===== src/design/elb_pkg.sv =====
// Shared types, codes and sizes for the endpoint load balancer.
// Used by elb_count_ram and endpoint_load_balancer; depends on nothing.
package elb_pkg;

    localparam int ENDPOINTS   = 16;
    localparam int COUNT_WIDTH = 16;
    localparam int IDX_W       = $clog2(ENDPOINTS);
    localparam int N_W         = $clog2(ENDPOINTS + 1);
    localparam int EP_W        = 4;
    localparam int CHOSEN_W    = 4;
    localparam int STATUS_W    = 2;
    localparam int CFG_IDX_W   = 2;
    localparam int CFG_DATA_W  = 5;
    localparam int ECOUNT_W    = 5;

    localparam logic [COUNT_WIDTH-1:0] COUNT_MAX = '1;

    localparam logic ACT_SELECT  = 1'b0;
    localparam logic ACT_RELEASE = 1'b1;

    localparam logic MODE_RR = 1'b0;
    localparam logic MODE_LC = 1'b1;

    localparam logic [CFG_IDX_W-1:0] CFG_MODE  = CFG_IDX_W'(0);
    localparam logic [CFG_IDX_W-1:0] CFG_COUNT = CFG_IDX_W'(1);

    localparam logic [STATUS_W-1:0] STATUS_OK    = STATUS_W'(0);
    localparam logic [STATUS_W-1:0] STATUS_EMPTY = STATUS_W'(1);
    localparam logic [STATUS_W-1:0] STATUS_RANGE = STATUS_W'(2);

    typedef struct packed {
        logic            action;
        logic [EP_W-1:0] endpoint;
    } in_word_t;

    typedef struct packed {
        logic [CHOSEN_W-1:0] chosen;
        logic [STATUS_W-1:0] status;
    } out_word_t;

    typedef struct packed {
        logic                   clear;
        logic [IDX_W-1:0]       rd_addr;
        logic                   wr_en;
        logic [IDX_W-1:0]       wr_addr;
        logic [COUNT_WIDTH-1:0] wr_data;
    } ram_req_t;

endpackage


===== src/design/elb_count_ram.sv =====
// Open-connection count store: one port read with registered data, one write port.
// Per-entry valid bits make a cleared entry read as zero. Depends on elb_pkg.
module elb_count_ram (
    input  logic                            clk,
    input  logic                            rst_n,
    input  elb_pkg::ram_req_t               req,
    output logic [elb_pkg::COUNT_WIDTH-1:0] rd_data
);
    import elb_pkg::*;

    logic [COUNT_WIDTH-1:0] mem [ENDPOINTS];
    logic [ENDPOINTS-1:0]   valid_reg;
    logic [COUNT_WIDTH-1:0] rd_data_reg;
    logic                   rd_valid_reg;

    always_ff @(posedge clk)
    begin
        if (req.wr_en)
        begin
            mem[req.wr_addr] <= req.wr_data;
        end
        rd_data_reg <= mem[req.rd_addr];
    end

    always_ff @(posedge clk or negedge rst_n)
    begin
        if (!rst_n)
        begin
            valid_reg    <= '0;
            rd_valid_reg <= 1'b0;
        end
        else
        begin
            rd_valid_reg <= valid_reg[req.rd_addr] && !req.clear;
            if (req.clear)
            begin
                valid_reg <= '0;
            end
            else if (req.wr_en)
            begin
                valid_reg[req.wr_addr] <= 1'b1;
            end
        end
    end

    assign rd_data = rd_valid_reg ? rd_data_reg : '0;

endmodule


===== src/design/endpoint_load_balancer.sv =====
// Endpoint load balancer top level: round-robin pointer and least-connections search.
// Sequencer around one shared compare unit and elb_count_ram. Depends on elb_pkg.
//
//  Channel  Signals                       Word / fields
//  input    in_valid, in_ready, in_data   action, endpoint
//  output   out_valid, out_ready, out_data chosen, status
//  config   cfg_we, cfg_index, cfg_data   mode (index 0), endpoint_count (index 1)
//
// A round-robin select or any release that needs no count goes from idle straight to done.
// A least-connections release makes one count read, then the update.
// A least-connections select scans the effective endpoint count (1 to 16) of entries;
// the scan reads one count per cycle through the single read port and one comparator.
// in_ready is high only while the sequencer is idle; a waiting result holds the sequencer
// until the output register frees. Reset and mode or count writes clear all counts.
module endpoint_load_balancer (
    input  logic                             clk,
    input  logic                             rst_n,
    input  logic                             in_valid,
    output logic                             in_ready,
    input  elb_pkg::in_word_t                in_data,
    output logic                             out_valid,
    input  logic                             out_ready,
    output elb_pkg::out_word_t               out_data,
    input  logic                             cfg_we,
    input  logic [elb_pkg::CFG_IDX_W-1:0]    cfg_index,
    input  logic [elb_pkg::CFG_DATA_W-1:0]   cfg_data
);
    import elb_pkg::*;

    typedef enum logic [2:0] {
        ST_IDLE,
        ST_SCAN,
        ST_WRITE,
        ST_CHECK,
        ST_DONE
    } state_t;

    state_t                 state_reg;
    logic                   mode_reg;
    logic [ECOUNT_W-1:0]    ecount_reg;
    logic [IDX_W-1:0]       ptr_reg;
    logic [IDX_W-1:0]       rd_idx_reg;
    logic [IDX_W-1:0]       best_idx_reg;
    logic [COUNT_WIDTH-1:0] best_cnt_reg;
    logic [EP_W-1:0]        ep_reg;
    out_word_t              res_reg;
    out_word_t              out_data_reg;
    logic                   out_valid_reg;

    logic [N_W-1:0]         eff_n;
    logic                   in_fire;
    logic                   cfg_hit;
    logic                   take;
    logic                   scan_last;
    logic [COUNT_WIDTH-1:0] win_cnt;
    logic [IDX_W-1:0]       win_idx;
    logic [COUNT_WIDTH-1:0] ram_rd_data;
    ram_req_t               ram_req;

    always_comb
    begin
        if (ecount_reg == '0)
        begin
            eff_n = N_W'(1);
        end
        else if (N_W'(ecount_reg) > N_W'(ENDPOINTS))
        begin
            eff_n = N_W'(ENDPOINTS);
        end
        else
        begin
            eff_n = N_W'(ecount_reg);
        end
    end

    assign in_ready  = (state_reg == ST_IDLE);
    assign in_fire   = in_valid && in_ready;
    assign cfg_hit   = cfg_we && ((cfg_index == CFG_MODE) || (cfg_index == CFG_COUNT));
    assign out_valid = out_valid_reg;
    assign out_data  = out_data_reg;

    assign take      = (rd_idx_reg == '0) || (ram_rd_data < best_cnt_reg);
    assign win_cnt   = take ? ram_rd_data : best_cnt_reg;
    assign win_idx   = take ? rd_idx_reg : best_idx_reg;
    assign scan_last = (N_W'(rd_idx_reg) + N_W'(1)) >= eff_n;

    always_comb
    begin
        ram_req         = '0;
        ram_req.clear   = cfg_hit;
        unique case (state_reg)
            ST_IDLE:
            begin
                ram_req.rd_addr = (in_data.action == ACT_RELEASE)
                                  ? IDX_W'(in_data.endpoint) : '0;
            end
            ST_SCAN:
            begin
                ram_req.rd_addr = rd_idx_reg + IDX_W'(1);
            end
            ST_WRITE:
            begin
                ram_req.wr_en   = 1'b1;
                ram_req.wr_addr = best_idx_reg;
                ram_req.wr_data = (best_cnt_reg == COUNT_MAX)
                                  ? best_cnt_reg : best_cnt_reg + COUNT_WIDTH'(1);
            end
            ST_CHECK:
            begin
                ram_req.wr_en   = (ram_rd_data != '0);
                ram_req.wr_addr = IDX_W'(ep_reg);
                ram_req.wr_data = ram_rd_data - COUNT_WIDTH'(1);
            end
            ST_DONE:
            begin
            end
            default:
            begin
            end
        endcase
    end

    elb_count_ram u_count_ram (
        .clk     (clk),
        .rst_n   (rst_n),
        .req     (ram_req),
        .rd_data (ram_rd_data)
    );

    always_ff @(posedge clk or negedge rst_n)
    begin
        if (!rst_n)
        begin
            state_reg     <= ST_IDLE;
            mode_reg      <= MODE_RR;
            ecount_reg    <= ECOUNT_W'(1);
            ptr_reg       <= '0;
            rd_idx_reg    <= '0;
            best_idx_reg  <= '0;
            best_cnt_reg  <= '0;
            ep_reg        <= '0;
            res_reg       <= '0;
            out_data_reg  <= '0;
            out_valid_reg <= 1'b0;
        end
        else
        begin
            if (out_valid_reg && out_ready && (state_reg != ST_DONE))
            begin
                out_valid_reg <= 1'b0;
            end

            if (cfg_hit)
            begin
                ptr_reg <= '0;
                if (cfg_index == CFG_MODE)
                begin
                    mode_reg <= cfg_data[0];
                end
                else
                begin
                    ecount_reg <= ECOUNT_W'(cfg_data);
                end
            end

            unique case (state_reg)
                ST_IDLE:
                begin
                    if (in_fire)
                    begin
                        ep_reg <= in_data.endpoint;
                        if (in_data.action == ACT_SELECT)
                        begin
                            if (mode_reg == MODE_RR)
                            begin
                                res_reg.chosen <= CHOSEN_W'(ptr_reg);
                                res_reg.status <= STATUS_OK;
                                if ((N_W'(ptr_reg) + N_W'(1)) >= eff_n)
                                begin
                                    ptr_reg <= '0;
                                end
                                else
                                begin
                                    ptr_reg <= ptr_reg + IDX_W'(1);
                                end
                                state_reg <= ST_DONE;
                            end
                            else
                            begin
                                rd_idx_reg <= '0;
                                state_reg  <= ST_SCAN;
                            end
                        end
                        else
                        begin
                            res_reg.chosen <= in_data.endpoint;
                            if (N_W'(in_data.endpoint) >= eff_n)
                            begin
                                res_reg.status <= STATUS_RANGE;
                                state_reg      <= ST_DONE;
                            end
                            else if (mode_reg == MODE_RR)
                            begin
                                res_reg.status <= STATUS_OK;
                                state_reg      <= ST_DONE;
                            end
                            else
                            begin
                                state_reg <= ST_CHECK;
                            end
                        end
                    end
                end
                ST_SCAN:
                begin
                    best_cnt_reg <= win_cnt;
                    best_idx_reg <= win_idx;
                    rd_idx_reg   <= rd_idx_reg + IDX_W'(1);
                    if (scan_last)
                    begin
                        state_reg <= ST_WRITE;
                    end
                end
                ST_WRITE:
                begin
                    res_reg.chosen <= CHOSEN_W'(best_idx_reg);
                    res_reg.status <= STATUS_OK;
                    state_reg      <= ST_DONE;
                end
                ST_CHECK:
                begin
                    res_reg.status <= (ram_rd_data == '0) ? STATUS_EMPTY : STATUS_OK;
                    state_reg      <= ST_DONE;
                end
                ST_DONE:
                begin
                    if (!out_valid_reg || out_ready)
                    begin
                        out_data_reg  <= res_reg;
                        out_valid_reg <= 1'b1;
                        state_reg     <= ST_IDLE;
                    end
                end
                default:
                begin
                    state_reg <= ST_IDLE;
                end
            endcase
        end
    end

    // The sequencer takes no new word in the cycle after accepting one.
    a_busy_after_accept: assert property (@(posedge clk) disable iff (!rst_n)
        in_fire |=> !in_ready)
        else $error("input accepted while sequencer busy");

    // An ok result always names an endpoint in use.
    a_ok_in_range: assert property (@(posedge clk) disable iff (!rst_n)
        (out_valid && (out_data.status == STATUS_OK)) |-> (N_W'(out_data.chosen) < eff_n))
        else $error("ok result names an endpoint out of range");

    // A range error is reported only for an index beyond the endpoints in use.
    a_range_status: assert property (@(posedge clk) disable iff (!rst_n)
        (out_valid && (out_data.status == STATUS_RANGE)) |-> (N_W'(out_data.chosen) >= eff_n))
        else $error("range status on an in-range endpoint");

    // Empty-release status can only come from least-connections mode.
    a_empty_mode: assert property (@(posedge clk) disable iff (!rst_n)
        (out_valid && (out_data.status == STATUS_EMPTY)) |-> (mode_reg == MODE_LC))
        else $error("empty release reported in round-robin mode");

endmodule

===== config.mk =====
export PLATFORM = sky130hd
export DESIGN_NAME = endpoint_load_balancer
export DESIGN_NICKNAME = d
export VERILOG_FILES = /design/src/design/elb_pkg.sv /design/src/design/elb_count_ram.sv /design/src/design/endpoint_load_balancer.sv
export SDC_FILE = /design/constraint.sdc
export NUM_CORES = 1
export LEC_CHECK = 0
export BUFFER_PORTS_ARGS = -buffer_cell sky130_fd_sc_hd__clkbuf_2
export CAP_MARGIN = 20
export CORE_MARGIN = 8
export CORE_UTILIZATION = 39
export CTS_CLUSTER_SIZE = 30
export DETAILED_ROUTE_END_ITERATION = 8
export HOLD_SLACK_MARGIN = 0.15
export SLEW_MARGIN = 15
export SYNTH_ARGS = -nofsm -noshare
export SYNTH_HDL_FRONTEND = slang
export SYNTH_HIERARCHICAL = 1
export SYNTH_SLANG_ARGS = --single-unit

===== constraint.sdc =====
create_clock -name clk -period 5.7 [get_ports clk]
set_clock_uncertainty 0.05 [all_clocks]
set_input_delay 0.855 -clock clk [delete_from_list [all_inputs] [get_ports clk]]
set_output_delay 0.855 -clock clk [all_outputs]
set_load 0.05 [all_outputs]

# [Word-level counts from Yosys, hierarchy flattened]
# Memory sizes are Yosys's and may differ from the RTL's. A register that Yosys moved wholly into a read port is not among the register bits.
# Index checks and enable logic that the tools add are counted.
[totals] reg_bits=71 ram_bits=256 out_inout_bits=8 word_cells=121 mem_count=1
[classes] addsub=6 order_cmp=8 eq_ne=14 mux=44 bitwise_logic=2 reduce_logical=31
[memory_table] name="u_count_ram.mem" words=16 word_bits=16 read_ports=1 rd_ports_with_merged_regs=1 write_ports=1 line_no="elb_count_ram.sv:11" text="logic [COUNT_WIDTH-1:0] mem [ENDPOINTS];"
[ops] cell="$mux 16" count=4
[ops] cell="$pmux 21 s2" count=1
[ops] cell="$mux 4" count=10
[ops] cell="$pmux 4 s2" count=3
[ops] cell="$mux 3" count=7
[ops] cell="$mux 6" count=3
[ops] cell="$add 16x1->16 const B" count=1
[ops] cell="$eq 16x16->1 const B" count=1
[ops] cell="$logic_not 16->1" count=1
[ops] cell="$lt 16x16->1" count=1
[ops] cell="$or 16x16->16" count=1
[ops] cell="$reduce_bool 16->1" count=1
[ops] cell="$sub 16x1->16 const B" count=1
[ops] cell="$pmux 3 s4" count=1
[ops] cell="$add 4x1->5 const B" count=2
[ops] cell="$ge 5x5->1" count=2
[ops] cell="$lt 4x5->1 const B" count=2
[ops] cell="$mux 5" count=2
[ops] cell="$reduce_and 2->1" count=5
[ops] cell="$add 4x1->4 const B" count=2
[ops] cell="$mux 1" count=8
[ops] cell="$reduce_and 4->1" count=2
[ops] cell="$eq 3x2->1 const B" count=2
[ops] cell="$logic_and 1x1->1" count=6
[ops] cell="25 further kinds" count=36

# [Depth between registers and ports, before layout]
[depth] ltp_word=10 mapped_depth=12

# [Modules after synthesis]
# Netlist, hierarchy kept.
[by_module_without_submodules] mod="elb_count_ram" instances=1 cells_each=500 area_each_um2=10925.5 seq_area_each_um2=8433.1
[by_module_without_submodules] mod="endpoint_load_balancer" instances=1 cells_each=489 area_each_um2=4292.9 seq_area_each_um2=1352.5

# [Worst setup path before layout]
# Ideal clock, no wire load.
[synth_timing] path_kind="register to register" startpoint="register u_count_ram.rd_valid_reg" endpoint="memory u_count_ram.mem[0][0], enable pin" arrival_time_ns=3.153 setup_slack_ns=2.086 stages_incl_launch_ff=10 period_less_slack_ns=3.614 path_cell_list="dfrtp_1 clkbuf_1 and2_1 clkbuf_1 nor4_1 nand4_1 nor3_1 a21oi_1 or3b_1 nor3_1"
[synth_lines] item="start: declaration" line_no="elb_count_ram.sv:14" text="logic rd_valid_reg;"
[synth_lines] item="start signal: assignment" line_no="elb_count_ram.sv:34" text="rd_valid_reg <= valid_reg[req.rd_addr] && !req.clear;"
[synth_lines] item="end: declaration" line_no="elb_count_ram.sv:11"

==> reports/results.ini <==
[power_and_ir_drop]
switchingPower_w=0.002598
sw_frac_of_total_pct=33.04
p_clk_share_pct=29.8
p_seq_share_pct=40.7
cellPowerDensity_nw_per_um2=455.2
power.internal_w=0.005266
irDropWorstVdd_v=0.0002595
leakagePower_nw=5.811
comb_power_share_pct=29.5

[final_layout]
antennaDiodeCount=0
filler_cell_count=3421
share_of_layout_cells_above_drive_strength_1_pct=19.66
multi_input_area_um2=5132
sequential_standard_cell_area_um2=9786
area_growth_pct=13.51
regMostFlops=u_count_ram/mem
layout.nets=1092
final_design_area_no_fill_um2=17270
largest_reg_flops=256

[critical_path]
crit_path_max_incr_delay_ns=0.62
worst_r2r_endpoint=u_count_ram/rd_data_reg[5]$_DFF_P_
cp_cell_sequence=buf_4 -> inv_1 -> or3_4 -> o21ai_4 -> buf_12 -> mux4_1 -> a22o_1 -> a221o_1
cp-end-kind=flip-flop
critPathKind=flip-flop to flip-flop
reg2reg_setup_slack_ns=1.99
worst_r2r_path_depth=8
top_fanout_value_on_the_critical_path=58
crit_path_start_kind=flip-flop
timing.rr.start=state_reg[0]$_DFFE_PN0P_
crit_required_ns=6.06
worst-endpoint-arrival_ns=4.07
critical_path.slowest_cell=sky130_fd_sc_hd__mux4_1

[detailed_routing]
number_of_vias_per_cell=5.658
avgRoutedWirePerCell_um=22.61
dr.pass1.iters=7
antenna_violating_nets_remaining=0
num_vias=8973
totalWireLength_um=35870
drc=0
dr.first_iter.drc_count=756

[clock_network]
clk_latency_ns=0.53
clockBufferDepth=3
post-cts-setup-buffers=0
clkSlewWorstSetupHoldPaths_ns=0.06
cts_hold_buffers=0
cts_inserted_buffers=36
tritoncts=done
tritoncts_num_sinks=343
cts_repair_resize_count=0
clock_tree.htree_level_count=2
clk_root_buffer_cell=sky130_fd_sc_hd__clkbuf_16

[synth]
netlist_instances=989
avgSynthCellArea_um2=15.39
yosys_register_bits=343
netlist.top_cell.by_area=sky130_fd_sc_hd__edfxtp_1
post-synth-top-area-fraction_pct=50.51
syn-num-nets=1040
post_synth_num_cell_types=67
post-synth-top-count-cell=sky130_fd_sc_hd__edfxtp_1
synth-async-reset-ratio_pct=20.70
synth_enable_flop_cells=256
yosys_warnings=6
ys_top_cells_by_count=sky130_fd_sc_hd__edfxtp_1, sky130_fd_sc_hd__dfrtp_1, sky130_fd_sc_hd__nand2_1, sky130_fd_sc_hd__nor2_1, sky130_fd_sc_hd__mux4_2
dominantRegCellSynth=sky130_fd_sc_hd__edfxtp_1
synth_area_um2=15220
synth_area_leaders=sky130_fd_sc_hd__edfxtp_1, sky130_fd_sc_hd__dfrtp_1, sky130_fd_sc_hd__mux4_2, sky130_fd_sc_hd__mux4_1, sky130_fd_sc_hd__ha_1
synth.yosys.seq_area_share_pct=64.30

[place]
dp_hpwl_um=21870
place_area_um2=16070
portBuffers=24
gp_congestion=0.8203

[sta]
timing_max_transition_violations_final=0
final_hold_viol_count=0
totalNegativeSetupSlack_ns=0
slew_headroom_pct=30.33
timing.fmax_mhz=269.5
final_worst_path_period_share_pct=65.09
rsz_0062_raised_after_global_routing=false
setup_violations=0
tightestPinTransition_ns=1.045
fin_crit_ns=3.710

[floorplanning]
coreArea_um2=38560
fp.dieArea_um2=45600
ios=25
initial_core_util_pct=39.47
die_y_um=213.5
die_width_um=213.5
placement_rows=72

[worst_hold_path]
min_to=ep_reg[0]$_DFFE_PN0P_
min_delay_path_depth=2
holdCritStartpoint=ep_reg[0]$_DFFE_PN0P_
hp-class=flip-flop to flip-flop

[global_routing]
global_route_wire_length_before_repair_um=54680
grt_pass1_vias=8811
globalRouteTotalUtil_pct=15.92
total_grt_overflow=0
antenna_found_initial=0
grt_start_max_net_pins=72

[outcome]
status=finished clean

[run]
cap_viol_max_count=0

-- layout by cell type, fill, tap and decap left out, types with 24 or more instances in the layout --
cell type / Yosys / routed
sky130_fd_sc_hd__edfxtp_1: 256 / 256
sky130_fd_sc_hd__dfrtp_1: 70 / 70
sky130_fd_sc_hd__nand2_1: 69 / 69
sky130_fd_sc_hd__nor2_1: 69 / 57
sky130_fd_sc_hd__mux4_2: 42 / 42
sky130_fd_sc_hd__clkbuf_16: 0 / 37
sky130_fd_sc_hd__buf_4: 1 / 35
sky130_fd_sc_hd__ha_1: 34 / 34
sky130_fd_sc_hd__inv_1: 27 / 27
sky130_fd_sc_hd__mux4_1: 24 / 24
-- per-stage QoR --
| step | total power (W) | hold WS [ns] | util [%] | worst slack (ns) | cells |
|---|---|---|---|---|---|
| final | 0.007864 | 0.4361 | 44.80 | 1.990 | 1586 |
| after global routing | 0.008259 | 0.4701 | 44.80 | 1.760 | 1586 |
| after CTS | 0.007921 | 0.4412 | 44.76 | 1.958 | 1586 |
| after detailed placement | 0.005551 | 0.4290 | 41.69 | 1.983 | 1521 |
| after global placement | 0.005529 | 0.4176 | 41.61 | 2.046 | 1519 |
| after floorplan | 0.004945 | 0.3996 | - | 2.086 | 989 |
-- layer usage --
layer | GRT usage, % | wire length, µm | vias up
met5 | 0 | 0 | -
met4 | 5.058 | 918 | 0
met3 | 2.967 | 2285 | 65
met2 | 24.75 | 16500 | 260
met1 | 22.48 | 16160 | 4627
li1 | - | - | 4021
-- final cells by class --
cell class,count,area share (%)
clock buffer,51,5.896
clock inverter,14,0.9633
inverter,28,0.6084
multi-input combinational,571,29.71
sequential,343,56.65
tap,518,3.752
timing repair buffer,61,2.419
-- how the worst max path moves through the flow --
stage	startpoint	end	slack, ns	depth (start not counted)
finish	state_reg[0]$_DFFE_PN0P_	u_count_ram/rd_data_reg[5]$_DFF_P_	1.99	8
global route	state_reg[0]$_DFFE_PN0P_	u_count_ram/rd_data_reg[5]$_DFF_P_	1.76	8
CTS	state_reg[0]$_DFFE_PN0P_	u_count_ram/rd_data_reg[9]$_DFF_P_	1.96	8
detailed placement	state_reg[0]$_DFFE_PN0P_	u_count_ram/rd_data_reg[1]$_DFF_P_	1.98	8
global placement	u_count_ram/rd_valid_reg$_DFF_PN0_	u_count_ram/mem[1][5]$_DFFE_PP_	2.05	8
floorplan	u_count_ram/rd_valid_reg$_DFF_PN0_	u_count_ram/mem[0][0]$_DFFE_PP_	2.09	9
-- critical path: cells and delay by family (launching register included) --
family / cells / cell delay (ns)
simple gates: 1 / 0.49
flops: 1 / 0.32
compound gates: 3 / 0.99
buf+inv: 3 / 1.04
mux: 1 / 0.62
-- power groups by stage --
stage	sequential, W	combinational [W]	clock, W
global placement	0.00325	0.00228	0
CTS	0.00319	0.00232	0.00241
floorplan	0.00320	0.00175	0
finish	0.00320	0.00232	0.00235
global route	0.00323	0.00254	0.00249
detailed placement	0.00324	0.00231	0
-- kinds of logic after synthesis --
| logic type | share of synthesized area [%] |
|---|---|
| xor+xnor | 1.381 |
| mux | 12.89 |
| compound gates | 8.074 |
| flops | 64.30 |
| fa+ha+maj | 2.795 |
| simple gates | 8.008 |
| buf+inv | 2.549 |
No activity file was read; power rests on OpenSTA's default activity.
